===== config.mk =====
export PLATFORM = sky130hd
export DESIGN_NAME = drive_enable_safety_interlock
export DESIGN_NICKNAME = d
export VERILOG_FILES = /design/src/hdl/deil_pkg.sv /design/src/hdl/deil_cfg_regs.sv /design/src/hdl/deil_fsm.sv /design/src/hdl/drive_enable_safety_interlock.sv
export SDC_FILE = /design/constraint.sdc
export NUM_CORES = 1
export LEC_CHECK = 0
export BUFFER_PORTS_ARGS = -buffer_cell sky130_fd_sc_hd__buf_2
export CAP_MARGIN = 25
export CORE_MARGIN = 10
export CORE_UTILIZATION = 55
export CTS_CLUSTER_DIAMETER = 120
export DETAILED_ROUTE_END_ITERATION = 10
export GPL_TIMING_DRIVEN = 0
export PLACE_DENSITY = 0.83
export SYNTH_ARGS = -nofsm -noshare
export SYNTH_HDL_FRONTEND = slang
export SYNTH_SLANG_ARGS = --single-unit

===== constraint.sdc =====
create_clock -name clk -period 3.5 [get_ports clk]
set_clock_uncertainty 0.05 [all_clocks]
set_input_delay 0.175 -clock clk [delete_from_list [all_inputs] [get_ports clk]]
set_output_delay 0.175 -clock clk [all_outputs]
set_load 0.01 [all_outputs]

===== src/hdl/deil_pkg.sv =====
// ----------------------------------------------------------------------------
// Drive-enable interlock package
// Word types, configuration set, mode codes and register indexes.
// ----------------------------------------------------------------------------
package deil_pkg;

    // Mode codes
    localparam logic [2:0] MODE_IDLE        = 3'd0;
    localparam logic [2:0] MODE_SETUP_DRIVE = 3'd1;
    localparam logic [2:0] MODE_DRIVE       = 3'd2;
    localparam logic [2:0] MODE_SETUP_IDLE  = 3'd3;
    localparam logic [2:0] MODE_OVERCURRENT = 3'd4;

    // Configuration register indexes
    localparam logic [2:0] CFG_OFF_THR     = 3'd0;
    localparam logic [2:0] CFG_REST_THR    = 3'd1;
    localparam logic [2:0] CFG_FAULT_TICKS = 3'd2;
    localparam logic [2:0] CFG_SOUND_TICKS = 3'd3;
    localparam logic [2:0] CFG_BLINK_TICKS = 3'd4;
    localparam logic [2:0] CFG_PEDAL_THR   = 3'd5;

    // Configuration reset values
    localparam logic [15:0] RST_OFF_THR     = 16'd0;
    localparam logic [15:0] RST_REST_THR    = 16'd500;
    localparam logic [15:0] RST_FAULT_TICKS = 16'd0;
    localparam logic [15:0] RST_SOUND_TICKS = 16'd150;
    localparam logic [15:0] RST_BLINK_TICKS = 16'd75;
    localparam logic [9:0]  RST_PEDAL_THR   = 10'd184;

    typedef struct packed {
        logic        throttle_implausible;
        logic        brake_pressed;
        logic        safety_loop_open;
        logic        button_event;
        logic        dropout_request;
        logic        over_current;
        logic [15:0] throttle_volts;
        logic [9:0]  pedal_raw;
    } tick_t;

    typedef struct packed {
        logic [2:0] mode_code;
        logic       throttle_select;
        logic       sound_on;
        logic       drive_led;
        logic       red_led;
        logic       blue_led;
        logic       plausibility_led;
        logic       throttle_plausible;
        logic       brake_flag;
        logic       brake_throttle_fault;
        logic       safety_loop_closed;
    } stat_t;

    typedef struct packed {
        logic [15:0] off_thr;
        logic [15:0] rest_thr;
        logic [15:0] fault_ticks;
        logic [15:0] sound_ticks;
        logic [15:0] blink_ticks;
        logic [9:0]  pedal_thr;
    } cfg_t;

endpackage


===== src/hdl/deil_cfg_regs.sv =====
// ----------------------------------------------------------------------------
// Interlock configuration registers
// Register file written over the configuration channel; always ready.
// ----------------------------------------------------------------------------
module deil_cfg_regs (
    input  logic                clk,
    input  logic                rst_n,
    input  logic                wr_en,
    input  logic [2:0]          wr_index,
    input  logic [15:0]         wr_data,
    output deil_pkg::cfg_t      cfg
);

    deil_pkg::cfg_t cfg_reg;

    always_ff @(posedge clk or negedge rst_n)
    begin
        if (!rst_n)
        begin
            cfg_reg.off_thr     <= deil_pkg::RST_OFF_THR;
            cfg_reg.rest_thr    <= deil_pkg::RST_REST_THR;
            cfg_reg.fault_ticks <= deil_pkg::RST_FAULT_TICKS;
            cfg_reg.sound_ticks <= deil_pkg::RST_SOUND_TICKS;
            cfg_reg.blink_ticks <= deil_pkg::RST_BLINK_TICKS;
            cfg_reg.pedal_thr   <= deil_pkg::RST_PEDAL_THR;
        end
        else if (wr_en)
        begin
            unique case (wr_index)
                deil_pkg::CFG_OFF_THR:     cfg_reg.off_thr     <= wr_data;
                deil_pkg::CFG_REST_THR:    cfg_reg.rest_thr    <= wr_data;
                deil_pkg::CFG_FAULT_TICKS: cfg_reg.fault_ticks <= wr_data;
                deil_pkg::CFG_SOUND_TICKS: cfg_reg.sound_ticks <= wr_data;
                deil_pkg::CFG_BLINK_TICKS: cfg_reg.blink_ticks <= wr_data;
                deil_pkg::CFG_PEDAL_THR:   cfg_reg.pedal_thr   <= wr_data[9:0];
                default: ;  // unmapped index, write dropped
            endcase
        end
    end

    assign cfg = cfg_reg;

endmodule


===== src/hdl/deil_fsm.sv =====
// ----------------------------------------------------------------------------
// Interlock mode engine
// Mode state, tick timer, event latches and held outputs; one step per word.
// ----------------------------------------------------------------------------
module deil_fsm #(
    parameter int TIMER_BITS = 16
) (
    input  logic                clk,
    input  logic                rst_n,
    input  logic                step,
    input  deil_pkg::tick_t     tick,
    input  deil_pkg::cfg_t      cfg,
    output deil_pkg::stat_t     stat
);

    localparam int CMP_W = (TIMER_BITS > 16) ? TIMER_BITS : 16;
    localparam logic [TIMER_BITS-1:0] TIMER_MAX = {TIMER_BITS{1'b1}};

    logic [2:0]            mode_reg,   mode_next;
    logic [TIMER_BITS-1:0] timer_reg,  timer_next;
    logic                  blink_reg,  blink_next;
    logic                  btn_reg,    btn_next;
    logic                  drop_reg,   drop_next;
    logic                  sel_reg,    sel_next;
    logic                  sound_reg,  sound_next;
    logic                  drive_reg,  drive_next;
    logic                  red_reg,    red_next;
    logic                  blue_reg,   blue_next;
    logic                  plaus_reg,  plaus_next;
    logic                  brake_reg,  brake_next;
    logic                  fault_reg,  fault_next;

    // A limit beyond the timer's range counts as reached at saturation.
    function automatic logic reached(input logic [TIMER_BITS-1:0] t,
                                     input logic [15:0] lim);
        return (CMP_W'(t) >= CMP_W'(lim)) || (t == TIMER_MAX);
    endfunction

    function automatic logic [TIMER_BITS-1:0] sat_inc(input logic [TIMER_BITS-1:0] t);
        return (t == TIMER_MAX) ? t : t + TIMER_BITS'(1);
    endfunction

    always_comb
    begin
        mode_next  = mode_reg;
        timer_next = timer_reg;
        blink_next = blink_reg;
        btn_next   = btn_reg | tick.button_event;
        drop_next  = drop_reg | tick.dropout_request;
        sel_next   = sel_reg;
        sound_next = sound_reg;
        drive_next = drive_reg;
        red_next   = red_reg;
        blue_next  = blue_reg;
        plaus_next = plaus_reg;
        brake_next = brake_reg;
        fault_next = fault_reg;

        unique case (mode_reg)
            deil_pkg::MODE_IDLE:
            begin
                plaus_next = ~tick.throttle_implausible;
                brake_next = tick.brake_pressed;
                blue_next  = tick.pedal_raw > cfg.pedal_thr;
                if (btn_next)
                begin
                    if (!drop_next)
                        mode_next = deil_pkg::MODE_SETUP_DRIVE;
                    btn_next  = 1'b0;
                    drop_next = 1'b0;
                end
            end
            deil_pkg::MODE_SETUP_DRIVE:
            begin
                plaus_next = ~tick.throttle_implausible;
                sel_next   = 1'b1;
                if (!reached(timer_reg, cfg.sound_ticks))
                begin
                    sound_next = 1'b1;
                    timer_next = sat_inc(timer_reg);
                end
                else
                begin
                    sound_next = 1'b0;
                    mode_next  = deil_pkg::MODE_DRIVE;
                end
            end
            deil_pkg::MODE_DRIVE:
            begin
                drive_next = 1'b1;
                brake_next = tick.brake_pressed;
                if (tick.brake_pressed && (tick.throttle_volts > cfg.off_thr))
                begin
                    if (reached(timer_reg, cfg.fault_ticks))
                    begin
                        fault_next = 1'b1;
                        mode_next  = deil_pkg::MODE_SETUP_IDLE;
                    end
                    else
                        timer_next = sat_inc(timer_reg);
                end
                else
                begin
                    timer_next = '0;
                    fault_next = 1'b0;
                end
                // implausibility check decides the plausible flag last
                plaus_next = ~tick.throttle_implausible;
                if (tick.throttle_implausible)
                    mode_next = deil_pkg::MODE_SETUP_IDLE;
                if (btn_next || drop_next)
                begin
                    mode_next = deil_pkg::MODE_SETUP_IDLE;
                    btn_next  = 1'b0;
                    drop_next = 1'b0;
                end
                if (tick.over_current)
                    mode_next = deil_pkg::MODE_OVERCURRENT;
            end
            deil_pkg::MODE_OVERCURRENT:
            begin
                plaus_next = 1'b1;
                red_next   = 1'b1;
                sel_next   = 1'b0;
                drive_next = blink_reg;
                timer_next = sat_inc(timer_reg);
                if (reached(timer_next, cfg.blink_ticks))
                begin
                    timer_next = '0;
                    if (!blink_reg)
                        blink_next = 1'b1;
                    else
                    begin
                        // end of a full blink cycle: exits are checked here
                        blink_next = 1'b0;
                        brake_next = tick.brake_pressed;
                        if (!tick.over_current && (tick.throttle_volts < cfg.rest_thr))
                        begin
                            btn_next   = 1'b0;
                            drive_next = 1'b1;
                            sel_next   = 1'b1;
                            mode_next  = deil_pkg::MODE_DRIVE;
                        end
                        if (btn_next || drop_next || tick.safety_loop_open)
                        begin
                            mode_next = deil_pkg::MODE_SETUP_IDLE;
                            btn_next  = 1'b0;
                            drop_next = 1'b0;
                        end
                        plaus_next = ~tick.throttle_implausible;
                        if (tick.throttle_implausible)
                            mode_next = deil_pkg::MODE_SETUP_IDLE;
                    end
                end
            end
            default:
            begin
                // setup idle, and the unused codes behave the same
                plaus_next = ~tick.throttle_implausible;
                drive_next = 1'b0;
                sel_next   = 1'b0;
                red_next   = 1'b0;
                blue_next  = 1'b0;
                mode_next  = deil_pkg::MODE_IDLE;
            end
        endcase

        if (mode_next != mode_reg)
        begin
            timer_next = '0;
            blink_next = 1'b0;
        end
    end

    always_ff @(posedge clk or negedge rst_n)
    begin
        if (!rst_n)
        begin
            mode_reg  <= deil_pkg::MODE_IDLE;
            timer_reg <= '0;
            blink_reg <= 1'b0;
            btn_reg   <= 1'b0;
            drop_reg  <= 1'b0;
            sel_reg   <= 1'b0;
            sound_reg <= 1'b0;
            drive_reg <= 1'b0;
            red_reg   <= 1'b0;
            blue_reg  <= 1'b0;
            plaus_reg <= 1'b1;
            brake_reg <= 1'b0;
            fault_reg <= 1'b0;
        end
        else if (step)
        begin
            mode_reg  <= mode_next;
            timer_reg <= timer_next;
            blink_reg <= blink_next;
            btn_reg   <= btn_next;
            drop_reg  <= drop_next;
            sel_reg   <= sel_next;
            sound_reg <= sound_next;
            drive_reg <= drive_next;
            red_reg   <= red_next;
            blue_reg  <= blue_next;
            plaus_reg <= plaus_next;
            brake_reg <= brake_next;
            fault_reg <= fault_next;
        end
    end

    always_comb
    begin
        stat.mode_code            = mode_reg;
        stat.throttle_select      = sel_next;
        stat.sound_on             = sound_next;
        stat.drive_led            = drive_next;
        stat.red_led              = red_next;
        stat.blue_led             = blue_next;
        stat.plausibility_led     = tick.throttle_implausible;
        stat.throttle_plausible   = plaus_next;
        stat.brake_flag           = brake_next;
        stat.brake_throttle_fault = fault_next;
        stat.safety_loop_closed   = ~tick.safety_loop_open;
    end

endmodule


===== src/hdl/drive_enable_safety_interlock.sv =====
// ----------------------------------------------------------------------------
// Drive-enable safety interlock
// Tick-driven mode machine gating throttle select, sound and indicator LEDs.
// ----------------------------------------------------------------------------
// Usage:
//   tick channel (tick_valid / tick_stall / tick_word): one word per timer
//   tick with the sampled pins. stat channel (stat_valid / stat_stall /
//   stat_word): one status word per tick, in order.
//   cfg channel (cfg_valid / cfg_ready / cfg_index / cfg_data): register
//   writes, always ready; write only while no tick is in flight.
// Path: an accepted word waits in the input register; the mode step is one
//   pass of compare and counter logic into the result register (stat_word).
// Throughput: one tick per cycle while the result register is not stalled.
// Stall: the result register holds while stat_stall is high; tick_stall
//   rises only when the input register is full and a held result is stalled.
// Reset: rst_n clears the mode to idle, timer and latches to zero, held
//   outputs to zero with the plausible flag set, and the registers to their
//   defaults. No words are pending after reset.
// ----------------------------------------------------------------------------
module drive_enable_safety_interlock #(
    parameter int TIMER_BITS = 16
) (
    input  logic                clk,
    input  logic                rst_n,
    input  logic                tick_valid,
    output logic                tick_stall,
    input  deil_pkg::tick_t     tick_word,
    output logic                stat_valid,
    input  logic                stat_stall,
    output deil_pkg::stat_t     stat_word,
    input  logic                cfg_valid,
    output logic                cfg_ready,
    input  logic [2:0]          cfg_index,
    input  logic [15:0]         cfg_data
);

    deil_pkg::cfg_t  cfg;
    deil_pkg::tick_t in_word_reg;
    logic            in_valid_reg;
    deil_pkg::stat_t stat_comb;
    deil_pkg::stat_t out_word_reg;
    logic            out_valid_reg;
    logic            advance;
    logic            step;

    assign cfg_ready = 1'b1;

    deil_cfg_regs u_cfg (
        .clk      (clk),
        .rst_n    (rst_n),
        .wr_en    (cfg_valid & cfg_ready),
        .wr_index (cfg_index),
        .wr_data  (cfg_data),
        .cfg      (cfg)
    );

    // result register can take a word when empty or being drained
    assign advance    = ~out_valid_reg | ~stat_stall;
    assign step       = in_valid_reg & advance;
    assign tick_stall = in_valid_reg & ~advance;

    always_ff @(posedge clk or negedge rst_n)
    begin
        if (!rst_n)
            in_valid_reg <= 1'b0;
        else if (tick_valid && !tick_stall)
            in_valid_reg <= 1'b1;
        else if (advance)
            in_valid_reg <= 1'b0;
    end

    always_ff @(posedge clk)
    begin
        if (tick_valid && !tick_stall)
            in_word_reg <= tick_word;
    end

    deil_fsm #(
        .TIMER_BITS (TIMER_BITS)
    ) u_fsm (
        .clk   (clk),
        .rst_n (rst_n),
        .step  (step),
        .tick  (in_word_reg),
        .cfg   (cfg),
        .stat  (stat_comb)
    );

    always_ff @(posedge clk or negedge rst_n)
    begin
        if (!rst_n)
            out_valid_reg <= 1'b0;
        else if (step)
            out_valid_reg <= 1'b1;
        else if (!stat_stall)
            out_valid_reg <= 1'b0;
    end

    always_ff @(posedge clk)
    begin
        if (step)
            out_word_reg <= stat_comb;
    end

    assign stat_valid = out_valid_reg;
    assign stat_word  = out_word_reg;

endmodule


Word level (Yosys, flattened, before mapping) --
Index checks and enable logic that the tools add are counted. W data, S select, Z words.
Word-level totals: flip-flop bits (word level) 166, input port bits 56, output and inout bits 16, logic and storage cells 163
Cells by class: add/sub/neg operators 1, order comparisons 6, eq/ne operators 14, mux-type cells 64, bitwise logic cells 10, reductions and logical operators 29
Operator list (count):
- $mux W16 | 6
- $ge A16 B16 Y1 | 3
- $pmux W16 S3 | 1
- $mux W3 | 13
- $mux W1 | 36
- $eq A16 B16 Y1 const B | 2
- $add A16 B1 Y16 const B | 1
- $gt A16 B16 Y1 | 1
- $lt A16 B16 Y1 | 1
- $pmux W1 S3 | 4
- $pmux W3 S4 | 1
- $reduce_and A2 Y1 | 6
- $gt A10 B10 Y1 | 1
- $eq A3 B2 Y1 const B | 3
- $eq A3 B3 Y1 const B | 3
- $eq A3 B1 Y1 const B | 2
- $logic_not A3 Y1 | 2
- $logic_or A1 B1 Y1 | 6
- $pmux W1 S2 | 3
- $reduce_bool A2 Y1 | 3
- $reduce_or A3 Y1 | 2
- $not A1 Y1 | 5
- $ne A4 B4 Y1 const B | 1
- $reduce_and A4 Y1 | 1
- 10 further kinds | 17

Depth between registers and ports, before layout --
Gate-level depths: netlist of the first run.
depth after elaboration 16, mapped depth 17, mapped depth without buffers 16

By module --
From an unflattened synthesis of the first run, not the netlist that was laid out.
Unflattened totals: cell total of the unflattened synthesis 808, area, all modules 9281.4 um2
By module, submodules not included:
- deil_fsm | instances 1, cells each 558, area each 4356.7 um2, seq. area each 725.7 um2
- deil_cfg_regs | instances 1, cells each 195, area each 3469.6 um2, seq. area each 2274.7 um2
- drive_enable_safety_interlock | instances 1, cells each 55, area each 1455.1 um2, seq. area each 1401.3 um2

Worst setup path before layout of the first run --
Ideal clock, no wire load.
path type register to register, from reg u_fsm.timer_reg[1], to reg out_word_reg, in the netlist stat_word[2] (data pin), setup time 260 ps, arrival time 3299 ps, required time 3190 ps, path slack -109 ps, cell stages (with the launch flop) 17, path buffers 2, clock period less this slack 3609 ps, cells stage by stage dfrtp_1 -> ha_1 -> and4_1 -> buf_6 -> nand4_4 -> buf_1 -> nand2_1 -> xnor2_1 -> ha_1 -> or4_1 -> a21oi_1 -> o31ai_1 -> a41oi_1 -> nor2b_1 -> a21boi_1 -> nor2_1 -> mux2_2
RTL lines:
- start, declared | line deil_fsm.sv:20 | logic [TIMER_BITS-1:0] timer_reg, timer_next;
- start signal, assigned | line deil_fsm.sv:196 | timer_reg <= timer_next;
- end signal, assigned | line drive_enable_safety_interlock.sv:102 | out_word_reg <= stat_comb;
- end, declared | line drive_enable_safety_interlock.sv:41 | deil_pkg::stat_t out_word_reg;

Worst setup path after layout of the first run --
from reg u_fsm.timer_reg[6], to reg u_fsm.brake_reg
On the way: cells in the longest elaborated chain, start to end 6, elaborated cells between the ends (all ways) 8, those cells by class add/sub (1); order compare (1); eq/ne (2); mux (3); reduce/logical (1)
Ends and longest elaborated chain:
- $add A16 B1 Y16 or $eq A16 B16 Y1 (tied branches) | line deil_fsm.sv:40 | return (t == TIMER_MAX) ? t : t + TIMER_BITS'(1);
- $mux W16 (*) | line deil_fsm.sv:40
- $ge A16 B16 Y1 or $eq A16 B16 Y1 (tied branches) | line deil_fsm.sv:36 | return (CMP_W'(t) >= CMP_W'(lim)) || (t == TIMER_MAX);
- $logic_or A1 B1 Y1 (*) | line deil_fsm.sv:36
- $mux W1 (*) | line deil_fsm.sv:127 | if (reached(timer_next, cfg.blink_ticks))
- $pmux W1 S2 (*) | line deil_fsm.sv:59 | unique case (mode_reg)
- end signal, assigned | line deil_fsm.sv:206 | brake_reg <= brake_next;
- end, declared | line deil_fsm.sv:30 | logic brake_reg, brake_next;
Every way passes the cells marked *; elsewhere a longest branch is shown, timed or not. A chain may end at the register's enable or synchronous reset.

==> metrics.txt, run 1 <==
DRT Pass-1 Iters 7; worst r2r path cells 17; antenna violations before repair 0; Tot GR Track Use 22.4%; RSZ-0062 raised after global routing true; fill count 1034; GRT overflow 0; Largest register FFs 90; Crit. path cell count 17; critical path class flop to flop; # nets final 1204; share of power burned in the clock network 32.2%; Clock Pin Slew Worst Setup and Hold Paths 60 ps; Die Span X 148 um; worst slew pin tran 749 ps; Hold Slack -17.8 ps; vias in the first global route 7767; final hold violations 1; Post-synth EDFFs 45; WP data required 3780 ps; clock sinks 166; DIE HEIGHT 148 um; Yosys reg bits 166; DP Area 0.00975 mm^2; CORE AREA 0.0160 mm^2; Num CTS Buffers 17; via count 7786; largest net degree at the start of global routing 98; CTS Root Cell clkbuf_16; total design power 5.92 mW; number of DRC markers in iteration 0 836; sw frac 29.8%; Max H-tree Level 4; fin crit share 106%; Mapped Nets 1020; synthesis-to-finish area growth 28.4%; worst min-delay path class input port to flop; TritonCTS clock tree yes; Critical-path top delay cell dfrtp_1; critical path peak fanout 7; layout cell share with drive strength beyond 1 27.2%; Max Cap Violations 0; Slew HR 50.0%; Placer Congestion 0.894; Critical Path AT 3970 ps; Slew Limit Fails 0; synth unique cells 73; Initial Util 56.7%; Mapped Area 0.00906 mm^2; final core utilization 72.7%; Worst VDD drop 0.000386 V; Tmin final 3700 ps; PortBufs 70; Comb power frac 25.7%; Top FF cell, synth dfrtp_1; worst skew pair latency 440 ps; global-route wire length before repair 39500 um; # diodes 0; # rows 46; Avg Cell Area, Syn 10.4 um^2; Power Density 509 mW/mm^2; drt total wl 26100 um; internal power 4.16 mW; post-route ant nets 0; P_leak 5.27 nW; Final Setup Violations 21; vias per cell 6.05; Critical Path Max Stage Delay 380 ps; DRC Markers 0; register area share after synthesis 48.6%; warnings from Yosys 0; Max Root-Sink Buffers 2; ys async rst share 72.9%; Max Clk Rate 271 MHz; WHS Path Cells 3; Syn Inst Count 874; fin area 0.0116 mm^2; sequential power share 42.1%; footprint of the multi-input gates 0.00452 mm^2; post-route setup slack -196 ps; I/O pins 72; Bufs and invs on worst path 3; Routed wire per std cell 20.3 um; Worst Setup Start Kind flop; status finished with violations; P_sw 1.77 mW; failing checks negative hold slack, negative setup slack; dpl hpwl 16200 um; TNS Setup -2570 ps; crit-path cells buf_6 -> nand4_4 -> nor3_4 -> nand4_1 -> xor2_1 -> nand2_1 -> ha_4 -> nand4_1 -> inv_1 -> a221oi_2 -> o31ai_2 -> a41oi_2 -> nor2b_2 -> a21boi_2 -> buf_4 -> nor3_4 -> mux2_4; Die ar. 0.0220 mm^2; Register Area 0.00442 mm^2; crit-path leading delay family simple AND/OR/NAND/NOR gates; Worst setup EP type flop
==> kinds of logic (layout without fill, tap and decap cells) <==
family	count (synthesis)	after routing	synth area share, %
buffers and inverters	131	327	6.00
AOI/OAI and AO/OA	207	207	14.7
other	1	1	0.0414
and+or+nand+nor	234	235	13.0
muxes	34	34	4.22
adders and majority gates	90	90	12.4
xor gates and xnor gates	11	11	1.06
DFF	166	166	48.6
==> worst register-to-register path, delay by kind of cell (launching register included) <==
family	cells	cell delay (ps)
AO/OA/AOI/OAI	4	960
XOR/XNOR	1	210
adder cells (fa/ha/maj)	1	240
buffers and inverters	3	380
flip-flops	1	380
multiplexers	1	330
AND/OR/NAND/NOR	7	1040
==> power groups by stage <==
stage | Combinational (mW) | Sequential [mW] | Clock [mW]
after floorplan | 0.819 | 2.48 | 0
after global placement | 1.08 | 2.51 | 0
after detailed placement | 1.18 | 2.52 | 0
after CTS | 1.40 | 2.48 | 1.89
after global routing | 1.67 | 2.52 | 1.99
final | 1.52 | 2.49 | 1.90
==> area by class of cell <==
| class | instances | area share, % |
|---|---|---|
| Multi-Input combinational cell | 578 | 38.8 |
| Clock buffer | 22 | 3.99 |
| Inverter | 99 | 3.24 |
| Tap cell | 216 | 2.32 |
| Sequential cell | 166 | 37.9 |
| Clock inverter | 10 | 1.09 |
| Timing Repair inverter | 1 | 0.0753 |
| Buffer | 30 | 1.52 |
| Timing Repair Buffer | 165 | 11.0 |
==> cell usage in the layout (no fill, tap or decap), types with 19 or more instances in the layout <==
master	Yosys	final
inv_1	98	98
nand3_1	20	19
a21oi_1	38	29
buf_4	1	42
o21ai_0	83	79
clkbuf_1	21	24
ha_1	90	83
edfxtp_1	45	45
nand2_1	105	103
dfrtp_1	103	92
dlygate4sd3_1	0	43
mux2_2	32	31
nand4_1	23	23
buf_2	3	69
==> final timing paths <==
| check | from | endpoint | slack [ps] |
|---|---|---|---|
| worst max-delay path | u_fsm.timer_reg[6]$_DFFE_PN0P_ | u_fsm.brake_reg$_DFFE_PN0P_ | -200 |
| worst min-delay path | cfg_data[8] | u_cfg.cfg[66]$_DFFE_PN1P_ | -20 |
| worst max register to register | u_fsm.timer_reg[6]$_DFFE_PN0P_ | u_fsm.brake_reg$_DFFE_PN0P_ | -200 |
| max in group asynchronous | rst_n | u_cfg.cfg[27]$_DFFE_PN1P_ | 2450 |
| worst min register to register | u_fsm.mode_reg[1]$_DFFE_PN0P_ | stat_word[11]$_DFFE_PP_ | 410 |
| min in group asynchronous | rst_n | u_fsm.timer_reg[12]$_DFFE_PN0P_ | 130 |
==> cells in the mapped netlist, drive strengths merged (2+ instances only) <==
cell type    n  area share [%]
o211ai       3            0.25
a21o        18             1.5
o21ai       86             4.8
nor4         6            0.48
a21oi       38             2.1
or4          3            0.25
buf         11             1.0
nand2b       9            0.62
a311oi       2            0.26
o31ai        9            0.75
o21bai       2            0.17
o22a         3            0.29
nor2b        7            0.48
nand4       27             2.2
a21boi       2            0.17
or2          5            0.35
mux2        34             4.2
nand3       21             1.2
a41oi        3            0.29
clkbuf      21            0.87
and2         2            0.14
inv         99             4.1
nor3b        2            0.17
dfstp       18             5.2
xnor2        8            0.77
and4         3            0.29
ha          90              12
o41ai        2            0.40
a211oi       9            0.86
a31oi        8            0.55
nand4b       2            0.19
nor2        21            0.87
dfrtp      103              28
a22o         9            0.87
edfxtp      45              15
and3         5            0.35
xor2         3            0.29
nand2      106             4.4
nor3        13            0.77
==> per-layer routing <==
layer	track usage (%)	vias to the layer above	share of wire [%]
met2	38.6	391	51
met3	5.10	111	7.4
met1	26.2	3806	38
met5	0	-	0
li1	-	3478	-
met4	9.86	0	4.2
==> per-stage QoR <==
step | setup WS, ps | instances
global placement | -832 | 1160
floorplan | 1.81 | 874
global route | -299 | 1287
detailed placement | -903 | 1162
CTS | -62.8 | 1264
finish | -196 | 1287
==> what timing repair did <==
action	CTS	global route
setup endpoints to repair	27	25
setup buffers	28	22
pin swaps	24	27
endpoints found under the hold margin	153	0
hold buffers	43	0
gates resized for setup	58	44
gates cloned	0	2
Note: power is estimated with default switching activity, not from simulation.
==> inputs of run 2 (changes only) <==
- SYNTH_HIERARCHICAL: not set -> 1
==> run 2 against run 1 <==
  * First-iteration DRC count decreased by 32%
  * Cell area about the same
  * Routed wire length decreased by 4.8%
  * The run ends with negative setup slack left
  * Sequential share of layout area about the same
  * Highest routed layer unchanged
  * Count of clock-buffer cells in the layout decreased by 5
==> metrics.txt, run 2 <==
status finished with violations; failing checks negative setup slack; area leader, netlist dfrtp_1; Initial Util 56.0% (-0.69 points); Avg Cell Area, Syn 11.5 um^2 (+11%); internal power 4.43 mW (+6.7%); Post-synth EDFFs 45 (unchanged); PortBufs 70 (unchanged); I/O pins 72 (unchanged); antenna violations before repair 0 (unchanged); P_leak 5.40 nW (+2.5%); share of power burned in the clock network 30.3% (-1.9 points); post-route ant nets 0 (unchanged); largest family of logic cells by synthesized area adder cells; DRC Markers 0 (unchanged); final hold violations 0 (-1); top cells by area, synth dfrtp_1, edfxtp_1, ha_1; Tot GR Track Use 21.8% (-0.59 points); Bufs and invs on worst path 3 (unchanged); # rows 47 (+2.2%); # nets final 1129 (-6.2%); met3 usage 3.59% (-1.5 points); Slew HR 33.6% (-16 points); GRT overflow 0 (unchanged); met2 Usage GRT 37.2% (-1.4 points); via count 7241 (-7.0%); DP Area 0.0100 mm^2 (+2.9%); dpl hpwl 15300 um (-5.7%); fin area 0.0116 mm^2 (about the same); Die Span X 150 um (+1.0%); warnings from Yosys 6 (+6); Num CTS Buffers 17 (unchanged); pre-CTS setup slack -1290 ps (-386 ps); Die ar. 0.0225 mm^2 (+2.1%); Placer Congestion 0.944 (+5.6%); most frequent CP cell buf_6; vias per cell 5.95 (-1.6%); Worst setup EP type flop; RSZ-0062 raised after global routing true; global-route wire length before repair 39200 um (-0.66%); Mapped Nets 954 (-6.5%); Syn Inst Count 808 (-7.6%); Compound-Gate Fraction of Synth Area 11.6% (-3.1 points); layout cell share with drive strength beyond 1 36.0% (+8.9 points); met1 usage 25.8% (-0.38 points); DRT Pass-1 Iters 5 (-2); sw frac 31.6% (+1.8 points); Max Clk Rate 228 MHz (-16%); CORE AREA 0.0166 mm^2 (+3.6%); Clock Pin Slew Worst Setup and Hold Paths 70 ps (about the same); worst slew pin tran 990 ps (+241 ps); Max Cap Violations 0 (unchanged); drt total wl 24900 um (-4.8%); Critical Path AT 4690 ps (+720 ps); Hold Slack 32.0 ps (+49.9 ps); share of Yosys cell area claimed by the top area cell type 27.8% (-0.66 points); TritonCTS clock tree yes; worst skew pair latency 430 ps (about the same); critical path class flop to flop; largest net degree at the start of global routing 77 (-21%); ys async rst share 72.9% (unchanged); vias in the first global route 7641 (-1.6%); Max Root-Sink Buffers 2 (unchanged); # diodes 0 (unchanged); synth unique cells 81 (+11%); Critical Path Max Stage Delay 560 ps (+180 ps); sequential power share 40.5% (-1.6 points); Yosys reg bits 166 (unchanged); Comb power frac 29.2% (+3.5 points); crit-path leading delay family compound AO/OA/AOI/OAI gates; Critical-path top delay cell or4_4; Synth Area in Simple Gates 9.18% (-3.8 points); Max H-tree Level 4 (unchanged); Worst VDD drop 0.000414 V (+7.2%); WP data required 3800 ps (+20 ps); post-route setup slack -885 ps (-689 ps); fin crit share 125% (+20 points); mux cell area share after synthesis 12.1% (+7.9 points); xor/xnor cell area share of the yosys netlist 0.755% (-0.31 points); DIE HEIGHT 150 um (+1.0%); Mapped Area 0.00928 mm^2 (+2.4%); Largest register FFs 90 (unchanged); GRT Max-Usage Layer met2; critical path peak fanout 7 (unchanged); Worst Setup Start Kind flop; most common cell after layout, fill and taps aside inv_1; crit-path cells buf_6 -> nand4_1 -> buf_4 -> or4_4 -> a21oi_4 -> ha_1 -> o21ai_0 -> a211oi_2 -> a221oi_2 -> o21ai_1 -> o21bai_4 -> a311o_2 -> a221o_2 -> nor3_4 -> buf_6 -> a22o_1; Tmin final 4380 ps (+689 ps); Slew Limit Fails 0 (unchanged); Adder-Cell Fraction of Synth Area 12.1% (-0.29 points); worst min-delay path class input port to flop; Top FF cell, synth dfrtp_1; number of DRC markers in iteration 0 566 (-32%); CTS Root Cell clkbuf_16; TNS Setup -16780 ps (-14210 ps); P_sw 2.05 mW (+16%); clock sinks 166 (unchanged); synthesis-to-finish area growth 25.3%; Final Setup Violations 27 (+29%); register area share after synthesis 47.4% (-1.1 points); Synth top cells by count dfrtp_1, inv_1, mux2_2; most frequent cells in the layout inv_1, mux2_2, dfrtp_1, ha_1, buf_2; Power Density 557 mW/mm^2 (+9.5%); Routed wire per std cell 20.5 um (+0.81%)
run 2: per-layer routing:
metal / share of wire, % / up-vias
met5: 0 / -
li1: - / 3277
met3: 5.8 / 93
met1: 39 / 3531
met2: 51 / 340
met4: 4.3 / 0
run 2: final cells by class:
class	instances	area [um^2]
Fill cell	1073	4950
Sequential cell	166	4420
Tap cell	220	275
Clock inverter	15	191
Multi-Input combinational cell	507	4510
Clock buffer	17	425
Timing Repair Buffer	157	1170
Inverter	104	390
Buffer	30	254
run 2: power groups by stage:
stage / Sequential, mW / Clock [mW] / Combinational, mW
final: 2.62 / 1.96 / 1.90
after CTS: 2.61 / 1.98 / 1.74
after global placement: 2.64 / 0 / 1.47
after global routing: 2.67 / 2.06 / 2.05
after detailed placement: 2.65 / 0 / 1.54
after floorplan: 2.61 / 0 / 1.11
run 2: worst paths after layout:
check                                                    start  slack [ps]                        endpoint  cells after the start
worst max-delay path            u_fsm/timer_reg[7]$_DFFE_PN0P_        -880  u_fsm/timer_reg[8]$_DFFE_PN0P_                     16
worst min-delay path                              cfg_data[11]          30       u_cfg/cfg[85]$_DFFE_PN0P_                      2
worst max register to register  u_fsm/timer_reg[7]$_DFFE_PN0P_        -880  u_fsm/timer_reg[8]$_DFFE_PN0P_                     16
worst min register to register     u_fsm/brake_reg$_DFFE_PN0P_         440     u_fsm/brake_reg$_DFFE_PN0P_                      1
max in group asynchronous                                rst_n        2450       u_cfg/cfg[33]$_DFFE_PN1P_                      3
min in group asynchronous                                rst_n         200       u_cfg/cfg[14]$_DFFE_PN0P_                      2
run 2: metrics by stage:
stage,total power [mW],util [%],cells
after global routing,6.78,70.2,1216
after detailed placement,4.19,60.5,1100
after global placement,4.10,60.1,1098
final,6.48,70.2,1216
after CTS,6.33,69.3,1208
after floorplan,3.72,-,808
run 2: cell families after synthesis:
logic type      count (synthesis)
buf+inv                       135
other cells                     1
fa+ha+maj                      90
compound gates                153
flops                         166
simple gates                  155
xor+xnor                        8
mux                           100
run 2: repair_timing:
action                                  in CTS  in global routing
setup buffers                               40                 10
endpoints found under the setup margin      27                 27
pin swaps                                   19                 29
endpoints found under the hold margin       79                  0
cloned                                       1                  0
hold buffers                                36                  0
gates resized for setup                     39                 25
